**src/sv/rsi_pkg.sv**
```systemverilog
`default_nettype none
package rsi_pkg;
   localparam int HIDDEN_DEF  = 32;
   localparam int INPUTS_DEF  = 6;
   localparam int OUTPUTS_DEF = 4;
   localparam int SAMPLES_DEF = 32;
   localparam int QDEPTH      = 2;
   localparam int ACC_W       = 48;
   localparam int X_W         = ACC_W - 12;

   localparam logic [1:0] CMD_WLOAD = 2'd0;
   localparam logic [1:0] CMD_SLOAD = 2'd1;
   localparam logic [1:0] CMD_RUN   = 2'd2;

   typedef enum logic [1:0] {KIND_WLOAD, KIND_SLOAD, KIND_RUN} kind_type;

   typedef struct packed {
      kind_type           kind;
      logic [10:0]        address;
      logic signed [15:0] value;
      logic [4:0]         start_sample;
   } item_type;

   typedef struct packed {
      logic     vld;
      item_type item;
   } head_type;

   typedef enum logic [2:0] {
      BK_IDLE, BK_PREP, BK_MAC, BK_DRAIN, BK_ACT, BK_OUT
   } back_state_type;

   typedef enum logic [3:0] {
      SE_IDLE, SE_POS, SE_M2, SE_M3, SE_DIV, SE_SUM, SE_SQ, SE_FIN, SE_NEG, SE_DONE
   } selu_state_type;

   typedef enum logic [1:0] {SRC_ZERO, SRC_SMP, SRC_HID, SRC_BIAS} src_type;

   typedef struct packed {
      logic                  start;
      logic signed [X_W-1:0] x;
   } selu_req_type;

   typedef struct packed {
      logic               done;
      logic signed [15:0] y;
   } selu_rsp_type;

   function automatic int weight_depth(int h, int i, int o);
      return i * h + h * h + h + h * o + o;
   endfunction

   function automatic logic signed [15:0] sat16(logic signed [X_W-1:0] v);
      logic signed [15:0] r;
      if (v > X_W'(32767)) r = 16'sh7fff;
      else if (v < -X_W'(32768)) r = 16'sh8000;
      else r = v[15:0];
      return r;
   endfunction
endpackage
`default_nettype wire

```
**src/sv/rsi_selu.sv**
```systemverilog
`default_nettype none
module rsi_selu import rsi_pkg::*; (
   input  logic         clock,
   input  logic         reset,
   input  selu_req_type sreq,
   output selu_rsp_type srsp
);
   localparam logic [30:0] Q30  = 31'h4000_0000;
   localparam logic [61:0] HALF = 62'h2000_0000;

   selu_state_type     st_ff, st_in;
   logic [25:0]        m_ff;
   logic [20:0]        m2_ff;
   logic [16:0]        m3_ff;
   logic [32:0]        q_ff;
   logic [30:0]        e_ff;
   logic [43:0]        dp_ff;
   logic [28:0]        mpos_ff;
   logic [2:0]         sq_ff;
   logic signed [15:0] y_ff;
   logic [X_W-1:0]     negx;
   logic [15:0]        xc;
   logic [51:0]        mm;
   logic [46:0]        mm3;
   logic [61:0]        sq;
   logic [30:0]        ec;
   logic [43:0]        dr;
   logic [28:0]        pr;

   always_comb begin
      negx = -sreq.x;
      xc   = (sreq.x > X_W'(32767)) ? 16'h7fff : sreq.x[15:0];
      mm   = 52'(m_ff) * 52'(m_ff);
      mm3  = 47'(m2_ff) * 47'(m_ff);
      sq   = 62'(e_ff) * 62'(e_ff) + HALF;
      ec   = (e_ff > Q30) ? Q30 : e_ff;
      dr   = dp_ff + 44'(HALF);
      pr   = mpos_ff + 29'd2048;
   end

   always_comb begin
      st_in = st_ff;
      case (st_ff)
         SE_IDLE: if (sreq.start) begin
            if (sreq.x > 0) st_in = SE_POS;
            else if (sreq.x < -X_W'(32768)) st_in = SE_DONE;
            else st_in = SE_M2;
         end
         SE_POS:  st_in = SE_DONE;
         SE_M2:   st_in = SE_M3;
         SE_M3:   st_in = SE_DIV;
         SE_DIV:  st_in = SE_SUM;
         SE_SUM:  st_in = SE_SQ;
         SE_SQ:   if (sq_ff == 3'd7) st_in = SE_FIN;
         SE_FIN:  st_in = SE_NEG;
         SE_NEG:  st_in = SE_DONE;
         SE_DONE: st_in = SE_IDLE;
         default: st_in = SE_IDLE;
      endcase
   end

   always_comb begin
      srsp.done = st_ff == SE_DONE;
      srsp.y    = y_ff;
   end

   always_ff @(posedge clock) begin
      if (reset) st_ff <= SE_IDLE;
      else st_ff <= st_in;
      case (st_ff)
         SE_IDLE: begin
            mpos_ff <= 29'(xc) * 29'd4304;
            m_ff    <= {negx[15:0], 10'd0};
            y_ff    <= -16'sd7201;
            sq_ff   <= '0;
         end
         SE_POS:  y_ff  <= (pr[28:12] > 17'd32767) ? 16'sh7fff : pr[27:12];
         SE_M2:   m2_ff <= mm[50:30];
         SE_M3:   m3_ff <= mm3[46:30];
         SE_DIV:  q_ff  <= 33'(m3_ff) * 33'd43691;
         SE_SUM:  e_ff  <= Q30 - 31'(m_ff) + 31'(m2_ff >> 1) - 31'(q_ff[32:18]);
         SE_SQ: begin
            e_ff  <= sq[60:30];
            sq_ff <= sq_ff + 3'd1;
         end
         SE_FIN:  dp_ff <= 44'(Q30 - ec) * 44'd7201;
         SE_NEG:  y_ff  <= -$signed({2'b00, dr[43:30]});
         default: ;
      endcase
   end
endmodule
`default_nettype wire

```
**config.mk**
```make
export PLATFORM = sky130hd
export DESIGN_NAME = rsi_selu
export DESIGN_NICKNAME = d
export VERILOG_FILES = /design/src/sv/rsi_pkg.sv /design/src/sv/rsi_selu.sv
export SDC_FILE = /design/constraint.sdc
export NUM_CORES = 2
export LEC_CHECK = 0
export CAP_MARGIN = 5
export CORE_UTILIZATION = 68
export CTS_CLUSTER_DIAMETER = 50
export DETAILED_ROUTE_END_ITERATION = 12
export DONT_BUFFER_PORTS = 1
export GPL_TIMING_DRIVEN = 0
export PLACE_DENSITY = 0.83
export RECOVER_POWER = 50
export SYNTH_ARGS = -nofsm -noshare
export SYNTH_HDL_FRONTEND = slang
export SYNTH_SLANG_ARGS = --single-unit
```
**constraint.sdc**
```tcl
create_clock -name clock -period 9.1 [get_ports clock]
set_input_delay 0.455 -clock clock [delete_from_list [all_inputs] [get_ports clock]]
set_output_delay 0.455 -clock clock [all_outputs]
set_load 0.03 [all_outputs]
```
Word level (Yosys, flattened, before mapping)
Index checks and enable logic that the tools add are counted.

Input bits: 39. Bits in registers: 210. Output and inout port bits: 17.

$lt $le $gt $ge: 5. Multiply operators: 6. Add/subtract/negate cells: 10. Equality and inequality tests: 12. Mux-type cells: 11. Reductions and logical operators: 6.

Operators with widths (count): $pmux 31 s2 (1); $add 61x30->61 const B (1); $mul 31x31->61 (1); $pmux 16 s3 (1); $add 44x30->44 const B (1); $mul 32x14->44 const B (1); $mul 21x16->37 (1); $gt 36x1->1 const B (1); $gt 36x16->1 const B (1); $lt 36x16->1 const B (1); $mul 17x16->33 const B (1); $mux 16 (2); $pmux 4 s8 (1); $sub 31x31->32 const A (1); $add 31x20->31 (1); $gt 31x31->1 const B (1); $mul 16x16->31 (1); $mux 31 (1); $sub 31x15->31 (1); $sub 31x26->31 const A (1); $add 29x12->29 const B (1); $mul 16x9->25 const B (1); $gt 17x15->1 const B (1); $eq 4x3->1 const B (4); 15 further kinds (22).

Depth between registers and ports, before layout
Depth in word-level cells: 5. Depth in mapped cells: 39.

Worst setup path before layout
No wires, ideal clock.

Path type: reg-to-reg. Start point: register e_ff[12]. End point: register e_ff[27], data pin. Buffers on the path: 3. Data arrival time: 7.963 ns. Setup slack: 1.007 ns. Stages on the path, launching flop included: 31. Period minus slack after synthesis: 8.093 ns. Required time: 8.970 ns. Library setup time: 0.130 ns. Path through: edfxtp_1 -> clkbuf_1 -> clkbuf_1 -> clkbuf_1 -> nand2_1 -> inv_1 -> fa_1 -> fa_1 -> fa_1 -> inv_1 -> fa_1 -> inv_1 -> fa_1 -> inv_1 -> fa_1 -> inv_1 -> fa_1 -> inv_1 -> fa_1 -> inv_1 -> ha_1 -> o211ai_1 -> a211oi_1 -> o221ai_1 -> nor2_1 -> and4bb_2 -> o31ai_1 -> a21oi_1 -> or4_1 -> nand4_1 -> a21o_1.

Word-level cells in the longest chain between the ends: 3.

RTL lines: from (decl) (line rsi_selu.sv:16) `logic [30:0] e_ff;`; from (signal assigned) (line rsi_selu.sv:81) `SE_SUM: e_ff <= Q30 - 31'(m_ff) + 31'(m2_ff >> 1) - 31'(q_ff[32:18]);`; from (signal assigned) (line rsi_selu.sv:83) `e_ff <= sq[60:30];`; $mul 31x31->61 (line rsi_selu.sv:35) `sq = 62'(e_ff) * 62'(e_ff) + HALF;`; $add 61x30->61 (line rsi_selu.sv:35); $pmux 31 s2 (line rsi_selu.sv:70) `case (st_ff)`.

Every way passes these cells. A chain may end at the register's enable or synchronous reset.

Worst setup path in the final report
Start point: register e_ff[30]. End point: register e_ff[16], data pin.

The elaborated chain is that of the path after synthesis.

==> reports/qor.txt <==
Post-DR vias/cell: 5.77
CP startpoint kind: flip-flop
Core area: 0.0950 sq mm
TritonCTS buffer count: 17
Fin crit share: 99.4%
Synthesized instance count: 7065
1st-pass router iterations: 6
Clk buf depth: 2
# fillers: 7008
Total Routing Usage GR: 38.3%
Number of flops mapped to enable cells by yosys: 152
Ys flop type: edfxtp_1
Die ar.: 0.0972 sq mm
H-tree depth: 4
Clock sink total: 156
Routed wire length: 178000 um
Synth warnings: 0
CTS tree: built
Worst Path Max Fanout: 10
Worst setup margin: 0.0542 ns
Worst slew margin: -31.4%
Failing checks: capacitance limit, slew limit
Proportion of synthesized chip area in sequential cells: 7.12%
First-pass GRT wire length: 284000 um
Setup tns final: 0 ns
Non-filler instance count after layout: 8410
RSZ-0062 raised after global routing: yes
Critical Path AT: 9.33 ns
GR Overflow Total: 0
Hold crit path type: input port to flip-flop
Syn Area/Cell: 9.24 sq um
Share of cells above drive strength 1: 3.43%
Clock Tree Root: clkbuf_16
Clock skew: 0.0212 ns
Finished Core Util: 71.7%
Slew Viols, Final: 28
R2r endpoint: e_ff[16]
R2R cell count: 22
Distinct cells, synth: 89
Hold path endpoint: m_ff[10]
Final #Nets: 9444
Multi-input combinational cell area: 0.0524 sq mm
Hold Path Origin: sreq[0]
Hold Fails Final Rpt: 0
1st-iter DRT viols: 4330
Largest net degree at the start of global routing: 35
Vias in the first global route: 52688
Inst Count DP: 8352
FFs w/ async S/R, synth: 0%
Layout area overhead: 4.41%
Fmax: 111 MHz
Hold Path Cell Cnt: 0
M1 GR Usage: 46.0%
Wire length per cell: 21.2 um
Synth top area share: 41.4%
GPL Wtd Cong: 1.06
DRC: 0
Most used routing layer: met2
Placement row count: 113
Worst Tran Pin Value: 1.97 ns
R2r setup slk: 0.05 ns
Die X: 312 um
R2r startpoint: e_ff[30]
Via count: 48555
Starting density of the core: 68.7%
Largest area contributor in the netlist: fa_1
Worst-skew pair later-pin latency: 0.52 ns
Critical Setup Path Class: flip-flop to flip-flop
Port-buffer cells: 0
CP Capture Type: flip-flop
Grt met3 use: 7.88%
Largest cells by area after synthesis: fa_1, ha_1, inv_1
Hpwl dp: 151000 um
Post-synthesis register bit count: 156
CP Data Required Time: 9.38 ns
Minimum clock period: 9.05 ns
Max Cap Viol: 2
Antenna viol nets, final: 0
Die Ht: 312 um
Setup WS pre-CTS: -1.36 ns
Sequential Area: 0.00464 sq mm
Grt met2 use: 62.9%
Initial antenna violation count: 1
Synthesized cell area: 0.0653 sq mm
Status: finished, violations left
Clock Pin Slew Worst Setup and Hold Paths: 0.08 ns
Endpoints failing setup: 0
Ports: 56
==> state kept, by name (all words and copies together) (netlist names), 4 cells and up <==
name	cells
st_ff	4
dp_ff	15
m2_ff	21
q_ff	15
mpos_ff	18
y_ff	16
m_ff	16
e_ff	31
m3_ff	17
==> metal layers <==
metal | vias up | wire [um]
li1 | 21346 | -
met1 | 23944 | 62900
met2 | 2473 | 84100
met3 | 790 | 16900
met4 | 2 | 14500
met5 | - | 56
==> synthesized netlist by cell type (6+ instances only) <==
master / count
a211o_1: 6
a211oi_1: 19
a21o_1: 127
a21oi_1: 158
a221oi_1: 7
a22oi_1: 6
a31o_2: 10
a31oi_1: 23
and2_1: 259
and3_1: 26
and4_1: 6
buf_1: 21
clkbuf_1: 187
clkinv_1: 10
edfxtp_1: 152
fa_1: 1351
ha_1: 926
inv_1: 2011
nand2_1: 659
nand2b_1: 35
nand3_1: 51
nand4_1: 31
nor2_1: 299
nor2_4: 6
nor2b_1: 24
nor3_1: 53
nor4_1: 17
o211ai_1: 15
o21a_1: 16
o21ai_0: 105
o21bai_1: 22
o31ai_1: 8
or2_2: 15
or3_1: 11
or4_1: 6
xnor2_1: 150
xor2_1: 128
==> critical path: stages, from the launching register on <==
cell and delay, ns:
edfxtp_1 0.33, clkbuf_4 0.25, clkinv_1 0.36, nor2_1 0.73
inv_1 0.19, fa_1 0.54, inv_1 0.05, fa_1 0.52
fa_1 0.54, fa_1 0.52, fa_1 0.52, fa_1 0.52
fa_1 0.60, ha_1 0.26, ha_1 0.35, a21oi_1 0.08
o21ai_0 0.88, and4bb_4 0.38, o31ai_4 0.34, nand2_1 0.13
a31oi_1 0.23, xnor2_1 0.14, a21oi_1 0.35
==> logic make-up (layout without fill, tap and decap cells) <==
kind of cell | count (synthesis) | count (layout) | synth area share, %
compound gates | 578 | 578 | 5.89
xor+xnor | 278 | 278 | 3.73
fa+ha+maj | 2279 | 2279 | 59.2
buf+inv | 2242 | 2300 | 13.0
flops | 156 | 156 | 7.12
mux | 7 | 7 | 0.111
other cells | 2 | 24 | 0.0115
simple gates | 1523 | 1523 | 10.9
==> layout by cell type (no fill, tap or decap), types with 7 or more instances in the layout <==
cell type and count:
fa_1 1351, buf_1 9, nor4_1 17, or3_1 10
buf_4 37, nand3_1 51, and3_1 26, xor2_1 127
nor3_1 53, clkbuf_4 30, o21a_1 16, ha_1 925
or2_2 15, conb_1 20, clkbuf_2 39, a211oi_1 18
clkbuf_1 106, a31oi_1 23, and2_1 257, o21ai_0 103
clkbuf_16 17, buf_2 11, o21bai_1 22, nand4_1 31
xnor2_1 150, o211ai_1 15, a221oi_1 7, nand2_1 657
nand2b_1 35, inv_1 2011, a21o_1 126, a31o_2 10
nor2_1 293, clkinv_1 7, nor2b_1 24, edfxtp_1 152
a21oi_1 153
==> metrics by stage <==
step	hold WS (ns)	cell area, sq um
2_1_floorplan	0.527	65300
3_3_place_gp	0.532	66900
3_5_place_dp	0.539	67000
4_1_cts	0.0143	67900
5_1_grt	0.0214	68100
6_report	0.0384	68100
==> final cells by class <==
cell class | count | area share [%]
multi-input combinational | 4685 | 76.8
inverter | 2025 | 11.2
sequential | 156 | 6.82
tap | 1265 | 2.32
buffer | 207 | 1.54
clock buffer | 17 | 0.624
timing repair buffer | 36 | 0.415
clock inverter | 15 | 0.252
antenna | 4 | 0.0147
==> worst max path at each step <==
stage,to,slack (ns),cells past startpoint,start
after global placement,e_ff[19],-1.26,27,e_ff[12]
after floorplan,e_ff[27],1.01,30,e_ff[12]
after CTS,e_ff[27],0.002,28,e_ff[20]
final,e_ff[16],0.05,22,e_ff[30]
after detailed placement,e_ff[19],-1.36,27,e_ff[12]
after global routing,dp_ff[43],-0.05,34,e_ff[19]
==> timing repair <==
item	4_1_cts	5_1_grt
gates resized for setup	116	94
endpoints found under the setup margin	39	32
hold endpoints to repair	4	0
pin swaps	2	9
hold buffers	1	0
setup buffers	13	18
Power is not shown: default switching activity piles up to over one toggle a cycle in this logic, so the estimate is an artifact.
