===== config.mk =====
export PLATFORM = sky130hd
export DESIGN_NAME = rsi_front_flat
export DESIGN_NICKNAME = d
export VERILOG_FILES = /design/src/sv/rsi_pkg.sv /design/src/sv/rsi_if.sv /design/src/sv/rsi_front.sv /design/src/flat_wrapper.sv
export SDC_FILE = /design/constraint.sdc
export NUM_CORES = 1
export LEC_CHECK = 0
export BUFFER_PORTS_ARGS = -buffer_cell sky130_fd_sc_hd__buf_2
export CAP_MARGIN = 20
export CORE_UTILIZATION = 51
export DETAILED_ROUTE_END_ITERATION = 10
export PLACE_DENSITY = 0.77
export SYNTH_ARGS = -nofsm -noshare
export SYNTH_HDL_FRONTEND = slang
export SYNTH_SLANG_ARGS = --single-unit
export TNS_END_PERCENT = 30

===== constraint.sdc =====
create_clock -name clock -period 3.9 [get_ports clock]
set_clock_uncertainty 0.15 [all_clocks]
set_input_delay 0.78 -clock clock [delete_from_list [all_inputs] [get_ports clock]]
set_output_delay 0.78 -clock clock [all_outputs]
set_load 0.02 [all_outputs]

===== src/sv/rsi_pkg.sv =====
`default_nettype none
package rsi_pkg;
   localparam int HIDDEN_DEF  = 32;
   localparam int INPUTS_DEF  = 6;
   localparam int OUTPUTS_DEF = 4;
   localparam int SAMPLES_DEF = 32;
   localparam int QDEPTH      = 2;
   localparam int ACC_W       = 48;
   localparam int X_W         = ACC_W - 12;

   localparam logic [1:0] CMD_WLOAD = 2'd0;
   localparam logic [1:0] CMD_SLOAD = 2'd1;
   localparam logic [1:0] CMD_RUN   = 2'd2;

   typedef enum logic [1:0] {KIND_WLOAD, KIND_SLOAD, KIND_RUN} kind_type;

   typedef struct packed {
      kind_type           kind;
      logic [10:0]        address;
      logic signed [15:0] value;
      logic [4:0]         start_sample;
   } item_type;

   typedef struct packed {
      logic     vld;
      item_type item;
   } head_type;

   typedef enum logic [2:0] {
      BK_IDLE, BK_PREP, BK_MAC, BK_DRAIN, BK_ACT, BK_OUT
   } back_state_type;

   typedef enum logic [3:0] {
      SE_IDLE, SE_POS, SE_M2, SE_M3, SE_DIV, SE_SUM, SE_SQ, SE_FIN, SE_NEG, SE_DONE
   } selu_state_type;

   typedef enum logic [1:0] {SRC_ZERO, SRC_SMP, SRC_HID, SRC_BIAS} src_type;

   typedef struct packed {
      logic                  start;
      logic signed [X_W-1:0] x;
   } selu_req_type;

   typedef struct packed {
      logic               done;
      logic signed [15:0] y;
   } selu_rsp_type;

   function automatic int weight_depth(int h, int i, int o);
      return i * h + h * h + h + h * o + o;
   endfunction

   function automatic logic signed [15:0] sat16(logic signed [X_W-1:0] v);
      logic signed [15:0] r;
      if (v > X_W'(32767)) r = 16'sh7fff;
      else if (v < -X_W'(32768)) r = 16'sh8000;
      else r = v[15:0];
      return r;
   endfunction
endpackage
`default_nettype wire


===== src/sv/rsi_if.sv =====
`default_nettype none
interface rsi_req_if;
   logic               valid;
   logic               ready;
   logic [1:0]         command;
   logic [10:0]        address;
   logic signed [15:0] value;
   logic [4:0]         start_sample;
   modport source (output valid, command, address, value, start_sample, input ready);
   modport sink   (input valid, command, address, value, start_sample, output ready);
endinterface

`default_nettype wire


===== src/sv/rsi_front.sv =====
`default_nettype none
module rsi_front import rsi_pkg::*; #(
   parameter int HIDDEN  = HIDDEN_DEF,
   parameter int INPUTS  = INPUTS_DEF,
   parameter int OUTPUTS = OUTPUTS_DEF,
   parameter int SAMPLES = SAMPLES_DEF
) (
   input  logic     clock,
   input  logic     reset,
   rsi_req_if.sink  req,
   input  logic     pop,
   output head_type head
);
   localparam int WDEPTH = weight_depth(HIDDEN, INPUTS, OUTPUTS);
   localparam int SDEPTH = SAMPLES * INPUTS;
   localparam int QA_W   = (QDEPTH > 1) ? $clog2(QDEPTH) : 1;
   localparam int QC_W   = $clog2(QDEPTH + 1);

   item_type          q_ff [QDEPTH];
   logic [QA_W-1:0]   wr_ff, wr_in, rd_ff, rd_in;
   logic [QC_W-1:0]   cnt_ff, cnt_in;
   logic              keep, push;
   item_type          cls;
   logic [31:0]       addr32;

   // Drop unknown commands and loads aimed past their store.
   always_comb begin
      addr32           = {21'd0, req.address};
      cls.address      = req.address;
      cls.value        = req.value;
      cls.start_sample = req.start_sample;
      cls.kind         = KIND_RUN;
      keep             = 1'b0;
      case (req.command)
         CMD_WLOAD: begin
            cls.kind = KIND_WLOAD;
            keep     = addr32 < 32'(WDEPTH);
         end
         CMD_SLOAD: begin
            cls.kind = KIND_SLOAD;
            keep     = addr32 < 32'(SDEPTH);
         end
         CMD_RUN: begin
            cls.kind = KIND_RUN;
            keep     = 1'b1;
         end
         default: keep = 1'b0;
      endcase
   end

   assign req.ready = cnt_ff != QC_W'(QDEPTH);
   assign push      = req.valid && req.ready && keep;
   assign head.vld  = cnt_ff != '0;
   assign head.item = q_ff[rd_ff];

   always_comb begin
      wr_in  = push ? QA_W'((32'(wr_ff) + 1) % QDEPTH) : wr_ff;
      rd_in  = pop  ? QA_W'((32'(rd_ff) + 1) % QDEPTH) : rd_ff;
      cnt_in = cnt_ff + QC_W'(push) - QC_W'(pop);
   end

   always_ff @(posedge clock) begin
      if (reset) begin
         wr_ff  <= '0;
         rd_ff  <= '0;
         cnt_ff <= '0;
      end else begin
         wr_ff  <= wr_in;
         rd_ff  <= rd_in;
         cnt_ff <= cnt_in;
      end
      if (push) q_ff[wr_ff] <= cls;
   end
endmodule
`default_nettype wire


===== src/flat_wrapper.sv =====
// flat-port wrapper written by rule: the top's interface ports become plain ports
module rsi_front_flat import rsi_pkg::*;
#(
   parameter int HIDDEN  = HIDDEN_DEF,
   parameter int INPUTS  = INPUTS_DEF,
   parameter int OUTPUTS = OUTPUTS_DEF,
   parameter int SAMPLES = SAMPLES_DEF
)
  (clock, reset, pop, head, req_valid, req_command, req_address, req_value, req_start_sample, req_ready);
  rsi_req_if req_i ();
  input  logic clock;
  input  logic reset;
  input  logic pop;
  output head_type head;
  input wire logic [$bits(req_i.valid)-1:0] req_valid;
  input wire logic [$bits(req_i.command)-1:0] req_command;
  input wire logic [$bits(req_i.address)-1:0] req_address;
  input wire logic [$bits(req_i.value)-1:0] req_value;
  input wire logic [$bits(req_i.start_sample)-1:0] req_start_sample;
  output wire logic [$bits(req_i.ready)-1:0] req_ready;
  assign req_i.valid = req_valid;
  assign req_i.command = req_command;
  assign req_i.address = req_address;
  assign req_i.value = req_value;
  assign req_i.start_sample = req_start_sample;
  assign req_ready = req_i.ready;
  rsi_front #(.HIDDEN(HIDDEN), .INPUTS(INPUTS), .OUTPUTS(OUTPUTS), .SAMPLES(SAMPLES)) u_core (.clock(clock), .reset(reset), .req(req_i), .pop(pop), .head(head));
endmodule

# Word-level counts from Yosys, hierarchy flattened

Memory sizes are Yosys's and may differ from the RTL's. A register that Yosys moved wholly into a read port is not among the register bits.
Cells that the tools add are included.
W data, S select, Z words.

Memory bits (writable): 68
Output and inout bits: 36
Memories: 1
Bits in registers: 4

Multiplexer cells: 6
Add/sub/neg operators: 4
Equal/unequal tests: 3
Order comparisons: 2
Reduce and logical (&&, ||, !) cells: 4

Memories:

| name        | words | bits a word | read ports | clocked after memory_dff | write ports | RTL line        | source |
|---|---|---|---|---|---|---|---|
| u_core.q_ff | 2     | 34          | 1          | 1                        | 1           | rsi_front.sv:19 | `item_type q_ff [QDEPTH];` |

Operators by type and width:

| kind                   | number |
|---|---|
| $lt A11 B11 Y1 const B | 1 |
| $lt A11 B8 Y1 const B  | 1 |
| $mux W1                | 4 |
| $pmux W2 S2            | 1 |
| $pmux W1 S3            | 1 |
| $add A1 B1 Y1 const B  | 2 |
| $add A2 B1 Y2          | 1 |
| $eq A2 B1 Y1 const B   | 1 |
| $eq A2 B2 Y1 const B   | 1 |
| $logic_and A1 B1 Y1    | 2 |
| $logic_not A2 Y1       | 1 |
| $ne A2 B2 Y1 const B   | 1 |
| $reduce_bool A2 Y1     | 1 |
| $sub A2 B1 Y2          | 1 |

# Logic depth before layout (Yosys ltp)

Gate-level depths: netlist of run 1.

Depth after elaboration: 5
Mapped depth: 8
Mapped depth without buffers: 8

# Least setup slack after synthesis of run 1

No wires, ideal clock.

Path kind: in2reg
From: input req_address[4]
To: memory u_core.q_ff[0][0] (netlist bit) (enable)
Data arrival time: 2.870 ns
Setup time: 0.425 ns
Path slack: 0.454 ns
Stages: 4
Cell sequence: nor3_1 nor3_1 o41a_1 nor2_1

Cells in the longest elaborated chain, start to end: 5
Elaborated cells between the ends (all ways): 6
Classes of those cells: order compare (2); mux (3); reduce/logical (1)

RTL lines:

| element                                                | RTL line                         | source |
|---|---|---|
| start, declared                                        | flat_wrapper.sv:17               | `input wire logic [$bits(req_i.address)-1:0] req_address;` |
| $lt A11 B8 Y1 / $lt A11 B11 Y1 (equally long branches) | rsi_front.sv:41, rsi_front.sv:37 |  |
| $pmux W1 S3 *                                          | rsi_front.sv:34                  | `case (req.command)` |
| $logic_and A1 B1 Y1 *                                  | rsi_front.sv:52                  | `assign push = req.valid && req.ready && keep;` |
| $mux W1 *                                              | rsi_front.sv:72                  | `if (push) q_ff[wr_ff] <= cls;` |
| $mux W1 (implied by the code) *                        | rsi_front.sv:72                  |  |
| end, declared                                          | rsi_front.sv:19                  |  |

Mark *: on every way between the ends. The rest lies on a longest branch, timed or not.

==> results of run 1 <==
-- routing by layer --
metal	global-route usage	routed length, microns	part of all wire	vias to the layer above
li1	-	-	-	707
met1	0.1803	1857	0.44	726
met2	0.2450	2022	0.48	62
met3	0.06614	305	0.073	0
met4	0.06790	0	0	0
met5	0	0	0	-
-- layout make-up --
cell class                 count  share of cell area
timing repair buffer          76              0.1189
clock buffer                  14             0.04236
sequential                    73              0.6362
tap                           70             0.02601
clock inverter                 1            0.001115
inverter                       4            0.004459
multi-input combinational     62              0.1709
-- path summary, 6_finish.rpt --
path | end | slack, ps | cells past startpoint
max | head[27] | 1380 | 3
min | register | 370 | 2
max reg2reg | u_core.q_ff[1][16] | 1680 | 6
min reg2reg | register | 370 | 2
-- power groups by stage --
stage	registers, uW	logic [uW]	clock network [uW]
2_1_floorplan	952	188	0
3_3_place_gp	953	283	0
5_1_grt	943	306	500
4_1_cts	939	287	464
3_5_place_dp	955	285	0
6_report	938	282	451
-- worst max-delay path: cells and delay by family (launching register included) --
| family | cells | cell delay [ps] |
|---|---|---|
| buf+inv | 2 | 540 |
| flops | 1 | 310 |
| mux | 1 | 400 |
-- through the flow --
stage,util,hold slack [ps],area [sq um],setup WS [ps],instances
final,0.6551,371.6,3367,1381,300
after detailed placement,0.6266,350.0,3221,1094,285
after global placement,0.6266,345.5,3221,1057,285
after global routing,0.6551,414.8,3367,1299,300
after CTS,0.6551,375.0,3367,1346,300
after floorplan,-,329.9,2748,454.4,144
-- registers in the layout (all words and copies together), names as in the netlist, named ones only --
| signal | count |
|---|---|
| u_core.cnt_ff | 2 |
| u_core.q_ff | 68 |
| u_core.rd_ff | 1 |
| u_core.wr_ff | 1 |
-- cells by family after synthesis --
| logic type | count (synthesis) | synth area share |
|---|---|---|
| multiplexers | 35 | 0.1448 |
| buffers and inverters | 9 | 0.01366 |
| XOR/XNOR | 3 | 0.009565 |
| AND/OR/NAND/NOR | 19 | 0.03325 |
| AO/OA/AOI/OAI | 3 | 0.01002 |
| adder cells (fa/ha/maj) | 2 | 0.009106 |
| flip-flops | 73 | 0.7796 |
-- cell usage after synthesis, drive strengths merged --
master and number:
a211oi 1, and2 1, buf 3, clkbuf 2, dfxtp 5, edfxtp 68, ha 2, inv 4
mux2 35, nand2 2, nand2b 2, nor2 9, nor2b 2, nor3 2, o2111ai 1, o41a 1
or2 1, xnor2 2, xor2 1
==> key figures, run 1 <==
Logic synthesis
  • Mapped cell area: 2748 sq um
  • Area leader, netlist: edfxtp_1
  • Synth Instances: 144
  • Distinct cells, synth: 21
  • Syn nets: 184
  • Synth warn: 0
  • Seq cells post-synth: 73
  • Register area share after synthesis: 0.7796
  • Area share of the largest cell type after synthesis: 0.7432
  • Area contributors post-synth: edfxtp_1 (74%), mux2_2 (14%), dfxtp_1 (3.6%)
  • Syn_area_per_cell: between 15 and 20 sq um

Clock network
  • PostCTS Resize Cnt: 0
  • Clk buf depth: 2
  • Num CTS Buffers: 9
  • Clk sinks: 73
  • Hold Buf Count CTS: 0
  • Clock latency on the worst-skew pair: 320 ps
  • CTS tree: done
  • H-tree lvl count: 3
  • Clk root buf: clkbuf_8
  • Number of post-CTS setup repair buffers: 0
  • CTS clock-pin slew for the worst setup and hold paths: ~70 ps

Drt
  • WL/cell: about 14 microns
  • Iteration count of the initial detailed-routing pass: 4
  • Initial DRC count: 55
  • Detailed Route WL: 4185 microns
  • Antenna viol nets, final: 0
  • Vias per inst: roughly 5.0
  • DRC viols: 0
  • Total number of vias: around 1500

Critical path
  • Crit end category: output port
  • FF-to-FF Start: u_core.cnt_ff[0]
  • CP max stage delay: approximately 400 ps
  • Worst Setup Start Kind: register
  • Crit-path max FO: 34
  • WP data arrival: 1590 ps
  • Crit path required time: approximately 3000 ps
  • Crit Path Category: reg -> out
  • Critical path's slowest cell: mux2_2
  • Crit-path cells: buf_4 > mux2_2 > buf_2

Final layout
  • Commonest non-fill, non-tap cells in the layout: buf_2 (73), edfxtp_1 (68), mux2_2 (34), clkbuf_8 (9), nor2_1 (8)
  • Multi-input gate area: roughly 580 sq um
  • Fillers: 381
  • Most common cell after layout, fill and taps aside: buf_2
  • Reg area: 2142 sq um
  • Layout cells sized above 1: 0.5348
  • Area delta synth->final: 22.54%
  • Nets: 266
  • Antenna Cells: 0

Floorplan
  • Ports: 74
  • Die area: 5685 sq um
  • Core area: 5140 sq um
  • Initial Utilization: 0.5346
  • Row cnt: 26
  • Die X: 75.40 microns
  • Die height: 75.40 microns

GRT
  • Initial antenna violation count: 0
  • All-Layer GR Usage: 0.1528
  • Number of global-route vias before repair: approximately 1400
  • Grt ovf: 0
  • Largest net degree at the start of global routing: 35
  • Global-route wire length before repair: ~6000 microns

Place
  • Port Buffers: 73
  • Placer Congestion: 0.7307
  • Hpwl dp: 2712 microns

Flow run
  • Number of max-cap violations: 0

Power
  • Pleak: 0.001270 uW
  • Cell Int Power: 1266 uW
  • Logic pwr share: 0.169
  • Total power: roughly 1700 uW
  • Clock Power Share: 0.270
  • Pwr dens: 496.6 nW/um^2
  • Maximum vdd drop: 0.2595 mV
  • Sequential share of power: 0.561
  • NetSw: 406.2 uW
  • Sw Share: 0.2429

STA
  • Max-slew violations: 0
  • Tmin final: roughly 2500 ps
  • Slew Limit Headroom: 0.6914
  • Maximum clock frequency: roughly 0.4 GHz
  • Final Hold Fails: 0
  • Slew @ Worst Pin: 463.0 ps
  • Final Cycle Share: 0.6459
  • RSZ-0062 raised after global routing: false
  • Final setup vio count: 0
  • Fin Setup TNS: 0 ps

Worst hold path
  • Min-delay worst type: reg -> reg
  • Worst hold path startpoint: u_core.rd_ff

Run status
  • Outcome: complete, no violations
Note: power is estimated with default switching activity, not from simulation.
==> inputs of run 2 (changes only) <==
ABC_AREA = 1   (was unset)
CORE_UTILIZATION = 52   (was 51)
PLACE_DENSITY = 0.78   (was 0.77)
clock period = 2.53 ns   (was 3.9 ns; I/O delays follow)
==> run 2 against run 1 <==
Against the previous run:
- synthesized cell count increased by 10%
- count of clock-buffer cells in the layout decreased by 5
- combinational power increased by 37%
==> key figures, run 2 <==
Clock network
  • Hold Buf Count CTS: 0
  • Number of post-CTS setup repair buffers: 0
  • Clk buf depth: 2
  • Clk sinks: between 70 and 80
  • Clock latency on the worst-skew pair: 330 ps
  • Clk root buf: clkbuf_8
  • PostCTS Resize Cnt: 0
  • CTS clock-pin slew for the worst setup and hold paths: about 70 ps
  • Num CTS Buffers: 9
  • H-tree lvl count: 3
  • CTS tree: done

Logic synthesis
  • Mapped cell area: between 2000 and 3000 sq um
  • Top cells by count, synth: edfxtp_1 (68), mux2_2 (34), nand2_1 (14)
  • Area leader, netlist: edfxtp_1
  • Register area share after synthesis: 0.7636
  • Synth warn: 0
  • Seq cells post-synth: 73
  • Synth Instances: 159
  • Syn nets: a little under 200
  • EDFF count, synth: 68
  • Ys async rst share: 0
  • Area share of the largest cell type after synthesis: 0.7279
  • Top FF cell, synth: edfxtp_1
  • Distinct cells, synth: 16
  • Area contributors post-synth: edfxtp_1 (73%), mux2_2 (14%), dfxtp_1 (3.6%)
  • Syn_area_per_cell: 17.64 sq um
  • Count leader, synth: edfxtp_1

GRT
  • Grt ovf: 0
  • Initial antenna violation count: 0
  • Global-route wire length before repair: 6154 microns
  • Number of global-route vias before repair: 1441
  • Largest net degree at the start of global routing: 35
  • All-Layer GR Usage: 0.1557

Floorplan
  • Die X: 75.45 microns
  • Row cnt: 26
  • Ports: 74
  • Initial Utilization: 0.5458
  • Die area: around 5700 sq um
  • Core area: between 5000 and 6000 sq um
  • Die height: ~75 microns

Critical path
  • Worst R2R Setup Slack: 980 ps
  • Worst Setup Start Kind: register
  • Critical path's top delay family: buffers and inverters
  • Crit-path max FO: 34
  • WP buf/inv: 2
  • Crit path required time: 1870 ps
  • CP max stage delay: 400 ps
  • Crit-path cells: buf_4 > mux2_2 > buf_2
  • WP data arrival: 1600 ps
  • Critical path's slowest cell: mux2_2
  • Crit end category: output port
  • Crit Path Category: reg -> out

STA
  • Slew Limit Headroom: 0.7045
  • Final Cycle Share: 0.8909
  • Final setup vio count: 0
  • Tmin final: 2254 ps
  • Maximum clock frequency: 0.4437 GHz
  • Slew @ Worst Pin: 443.3 ps
  • Fin Setup TNS: 0 ps
  • Final Hold Fails: 0
  • Max-slew violations: 0
  • RSZ-0062 raised after global routing: false

Worst hold path
  • Min-delay worst type: in -> reg

Final layout
  • Nets: 282
  • Layout cells sized above 1: 0.5304
  • Largest registers: u_core.q_ff: 68 flops, u_core.cnt_ff: 2 flops
  • Most common cell after layout, fill and taps aside: buf_2
  • Commonest non-fill, non-tap cells in the layout: buf_2 (73), edfxtp_1 (68), mux2_2 (34), nand2_1 (14), inv_1 (13)
  • Largest register FFs: 68
  • Area delta synth->final: 24.04%
  • Antenna Cells: 0
  • Most flops, register: u_core.q_ff

Place
  • Port Buffers: between 70 and 80
  • Placer Congestion: approximately 0.70
  • Hpwl dp: approximately 2800 microns

Drt
  • Detailed Route WL: 4253 microns
  • Total number of vias: 1528
  • Antenna viol nets, final: 0
  • Vias per inst: roughly 4.8
  • DRC viols: 0
  • Initial DRC count: 71
  • Iteration count of the initial detailed-routing pass: 4
  • WL/cell: around 13 microns

Power
  • Pleak: 0.001377 uW
  • Pwr dens: ~800 nW/um^2
  • Total power: between 2000 and 3000 uW
  • Maximum vdd drop: 0.4163 mV

Flow run
  • Number of max-cap violations: 0

Run status
  • Outcome: complete, no violations
==> run 2: cell types whose count changed after synthesis, sizes merged, moves of 2 or more <==
cell / before / now
clkbuf: 2 / 0
nor2b: 2 / 0
inv: 4 / 13
o21ai: 0 / 2
a21oi: 0 / 2
nor3: 2 / 0
nand2b: 2 / 0
nand2: 2 / 15
==> run 2: final timing paths <==
check | startpoint | endpoint | cells after the start
min reg2reg | u_core.rd_ff | register | 2
max reg2reg | u_core.cnt_ff[0] | u_core.cnt_ff[1] | 8
min | req_address[0] | u_core.q_ff[1][21] | 1
max | register | head[31] | 3
==> run 2: layout make-up <==
class,instances,area [sq um]
sequential,73,2142
fill,381,1660
multi-input combinational,68,574.3
timing repair buffer,77,407.9
clock buffer,9,123.9
clock inverter,7,95.09
tap,70,87.58
inverter,13,48.80
==> run 2: report_power, final <==
group | leakage (uW) | total (uW) | internal (uW) | switching [uW]
Sequential | 0.000664 | 1420 | 1400 | 19.7
Clock | 0.000109 | 966 | 554 | 412
Combinational | 0.000603 | 386 | 157 | 228
Total | 0.00138 | 2770 | 2110 | 660
==> run 2: kinds of logic after synthesis <==
logic type / share of synthesized area
xor+xnor: 0.006246
mux: 0.1365
fa+ha+maj: 0.008919
simple gates: 0.03658
buf+inv: 0.03434
compound gates: 0.01383
flops: 0.7636
==> run 2: worst reg2reg max path, delay by kind of cell (launching register included) <==
family / cells / cell delay (ps)
buffers and inverters: 2 / 190
adder cells (fa/ha/maj): 1 / 200
AO/OA/AOI/OAI: 3 / 320
XOR/XNOR: 1 / 140
flip-flops: 1 / 300
AND/OR/NAND/NOR: 1 / 140
==> run 2: metal layers <==
layer  vias up  global-route usage  share of wire
met5         -                   0              0
met4         0             0.09053          0.017
met3         8             0.05820          0.065
met2        50              0.2718           0.52
met1       726              0.1604           0.40
li1        744                   -              -
==> run 2: metrics by stage <==
stage | instances | hold slack [ps] | utilization | cell area (sq um) | setup WS (ps)
final | 317 | 205.6 | 0.6770 | 3480 | 276.0
after global routing | 317 | 189.1 | 0.6770 | 3480 | 180.4
after CTS | 317 | 191.8 | 0.6770 | 3480 | 240.3
after detailed placement | 301 | 363.5 | 0.6344 | 3261 | 510.4
after global placement | 301 | 345.2 | 0.6344 | 3261 | 558.9
after floorplan | 159 | 329.9 | - | 2808 | 113.9
==> inputs of run 3 (changes only) <==
CORE_UTILIZATION = 54   (was 52)
CTS_BUF_LIST = sky130_fd_sc_hd__clkbuf_8   (was unset)
PLACE_DENSITY = 0.8   (was 0.78)
==> run 3 against run 2 <==
Against the previous run:
- die area is 3.6% lower
- final area is 1.8% lower
- clock power is 27% lower
- maximum frequency is 2.6% higher
- utilization is 2.8 points higher
- total power is 9.1% lower
- sequential power hardly changed
- non-clock buffer count is 1 higher
- critical path depth stayed put
- critical path type unchanged
- critical endpoint is now head[28]
- highest routed layer unchanged
==> key figures, run 3 (synthesis results as in run 2) <==
Clock network
  • Clk sinks: 73
  • Clock latency on the worst-skew pair: 330 ps
  • Hold Buf Count CTS: 0
  • CTS clock-pin slew for the worst setup and hold paths: 70 ps
  • Clk root buf: clkbuf_8
  • Clk buf depth: 2
  • H-tree lvl count: 3
  • Num CTS Buffers: 9
  • CTS tree: done
  • Number of post-CTS setup repair buffers: 0
  • PostCTS Resize Cnt: 0

STA
  • Final setup vio count: 0
  • Final Cycle Share: 0.8683
  • Fin Hold WS: 211.8 ps
  • Max-slew violations: 0
  • Slew @ Worst Pin: 332.9 ps
  • Fin Setup TNS: 0 ps
  • Maximum clock frequency: 0.4552 GHz
  • Tmin final: around 2200 ps
  • RSZ-0062 raised after global routing: false
  • Slew Limit Headroom: 0.7781
  • Final Hold Fails: 0

Critical path
  • R2R cell count: 8
  • Crit-path cells: buf_4 > mux2_2 > buf_2
  • Critical path's slowest cell: mux2_2
  • Crit Reg-Reg Endpoint: u_core.cnt_ff[1]
  • Worst Setup Start Kind: register
  • Crit end category: output port
  • Worst R2R Setup Slack: 990 ps
  • Crit Path Category: reg -> out
  • CP max stage delay: 390 ps
  • WP data arrival: 1540 ps
  • Crit path required time: 1870 ps
  • FF-to-FF Start: u_core.cnt_ff[0]
  • Crit-path max FO: 25

Floorplan
  • Ports: 74
  • Die X: approximately 74 microns
  • Die height: 74.08 microns
  • Row cnt: 25
  • Initial Utilization: 0.5786
  • Core area: just under 5000 sq um
  • Die area: 5487 sq um

Final layout
  • Commonest non-fill, non-tap cells in the layout: buf_2 (73), edfxtp_1 (68), mux2_2 (34), inv_1 (15), nand2_1 (14)
  • Most flops, register: u_core.q_ff
  • Largest register FFs: 68
  • Design Area, Final: 3418 sq um
  • Largest registers: u_core.q_ff: 68 flops, u_core.cnt_ff: 2 flops
  • Antenna Cells: 0
  • Layout cells sized above 1: 0.5161
  • Most common cell after layout, fill and taps aside: buf_2
  • Area delta synth->final: 21.86%
  • Nets: 283

Power
  • Cell Int Power: 1894 uW
  • Sw Share: 0.2475
  • Logic pwr share: 0.154
  • Total power: about 2500 uW
  • Pleak: 0.001362 uW
  • Sequential share of power: 0.565
  • Clock Power Share: 0.281
  • Maximum vdd drop: 0.4302 mV
  • NetSw: 622.8 uW
  • Pwr dens: 736.3 nW/um^2

Worst hold path
  • WHS Path Cells: 1
  • Worst hold path startpoint: req_value[15]
  • Worst Hold Path EP: u_core.q_ff[1][20]
  • Min-delay worst type: in -> reg

Drt
  • Antenna viol nets, final: 0
  • Vias per inst: 4.832
  • Initial DRC count: 58
  • Iteration count of the initial detailed-routing pass: 4
  • DRC viols: 0
  • Detailed Route WL: 4386 microns
  • Total number of vias: 1522
  • WL/cell: ~14 microns

GRT
  • Number of global-route vias before repair: approximately 1500
  • Initial antenna violation count: 0
  • Global-route wire length before repair: approximately 6600 microns
  • All-Layer GR Usage: 0.1717
  • Grt ovf: 0
  • Largest net degree at the start of global routing: 35

Flow run
  • Number of max-cap violations: 0

Place
  • Placer Congestion: 0.7080
  • Port Buffers: 73
  • Post-DP Area: 3264 sq um
  • Hpwl dp: 2915 microns

Run status
  • Outcome: complete, no violations
## run 3: cell count changes in the layout (fill, tap and decap cells not counted), sizes merged
| cell | before | now |
|---|---|---|
| buf | 77 | 78 |
| inv | 13 | 15 |
| clkinvlp | 1 | 0 |
| clkinv | 4 | 5 |
| bufinv | 2 | 0 |
## run 3: through the flow
stage | setup WS (ps) | util | instances
after floorplan | 113.9 | - | 159
after global placement | 508.7 | 0.6733 | 299
after detailed placement | 490.1 | 0.6733 | 299
after CTS | 290.4 | 0.7050 | 315
after global routing | 246.3 | 0.7050 | 315
final | 333.1 | 0.7050 | 315
## run 3: metal layers
layer  GRT usage  vias to the layer above  part of all wire
met4     0.08547                        0             0.013
met1      0.1843                      708              0.43
li1            -                      746                 -
met5           0                        -                 0
met3     0.06911                        6             0.062
met2      0.2939                       62              0.50
## run 3: layout make-up
class | count | area (sq um)
multi-input cells | 68 | 574.3
repair buffers | 78 | 415.4
clock inverters | 7 | 30.03
flip-flops and latches | 73 | 2142
fillers | 343 | 1430
well taps | 67 | 83.83
inverters | 13 | 48.80
clock buffers | 9 | 123.9
## run 3: power by group through the flow
| stage | registers (uW) | logic, uW | clock network [uW] |
|---|---|---|---|
| 2_1_floorplan | 1440 | 263 | 0 |
| 3_3_place_gp | 1440 | 390 | 0 |
| 3_5_place_dp | 1450 | 392 | 0 |
| 4_1_cts | 1420 | 395 | 729 |
| 5_1_grt | 1430 | 422 | 772 |
| 6_report | 1420 | 389 | 706 |
## run 3: how the worst max path moves through the flow
stage,end,slack (ps),cells after the start
after global placement,u_core.q_ff[0][23],510,11
after global routing,head[32],250,3
after floorplan,u_core.q_ff[0][0],110,9
final,head[28],330,3
after CTS,head[32],290,3
after detailed placement,u_core.q_ff[0][23],490,11
## run 3: critical path, delay by kind of cell (launching register included)
family	cells	cell delay, ps
buffers and inverters	2	480
DFF	1	330
muxes	1	390
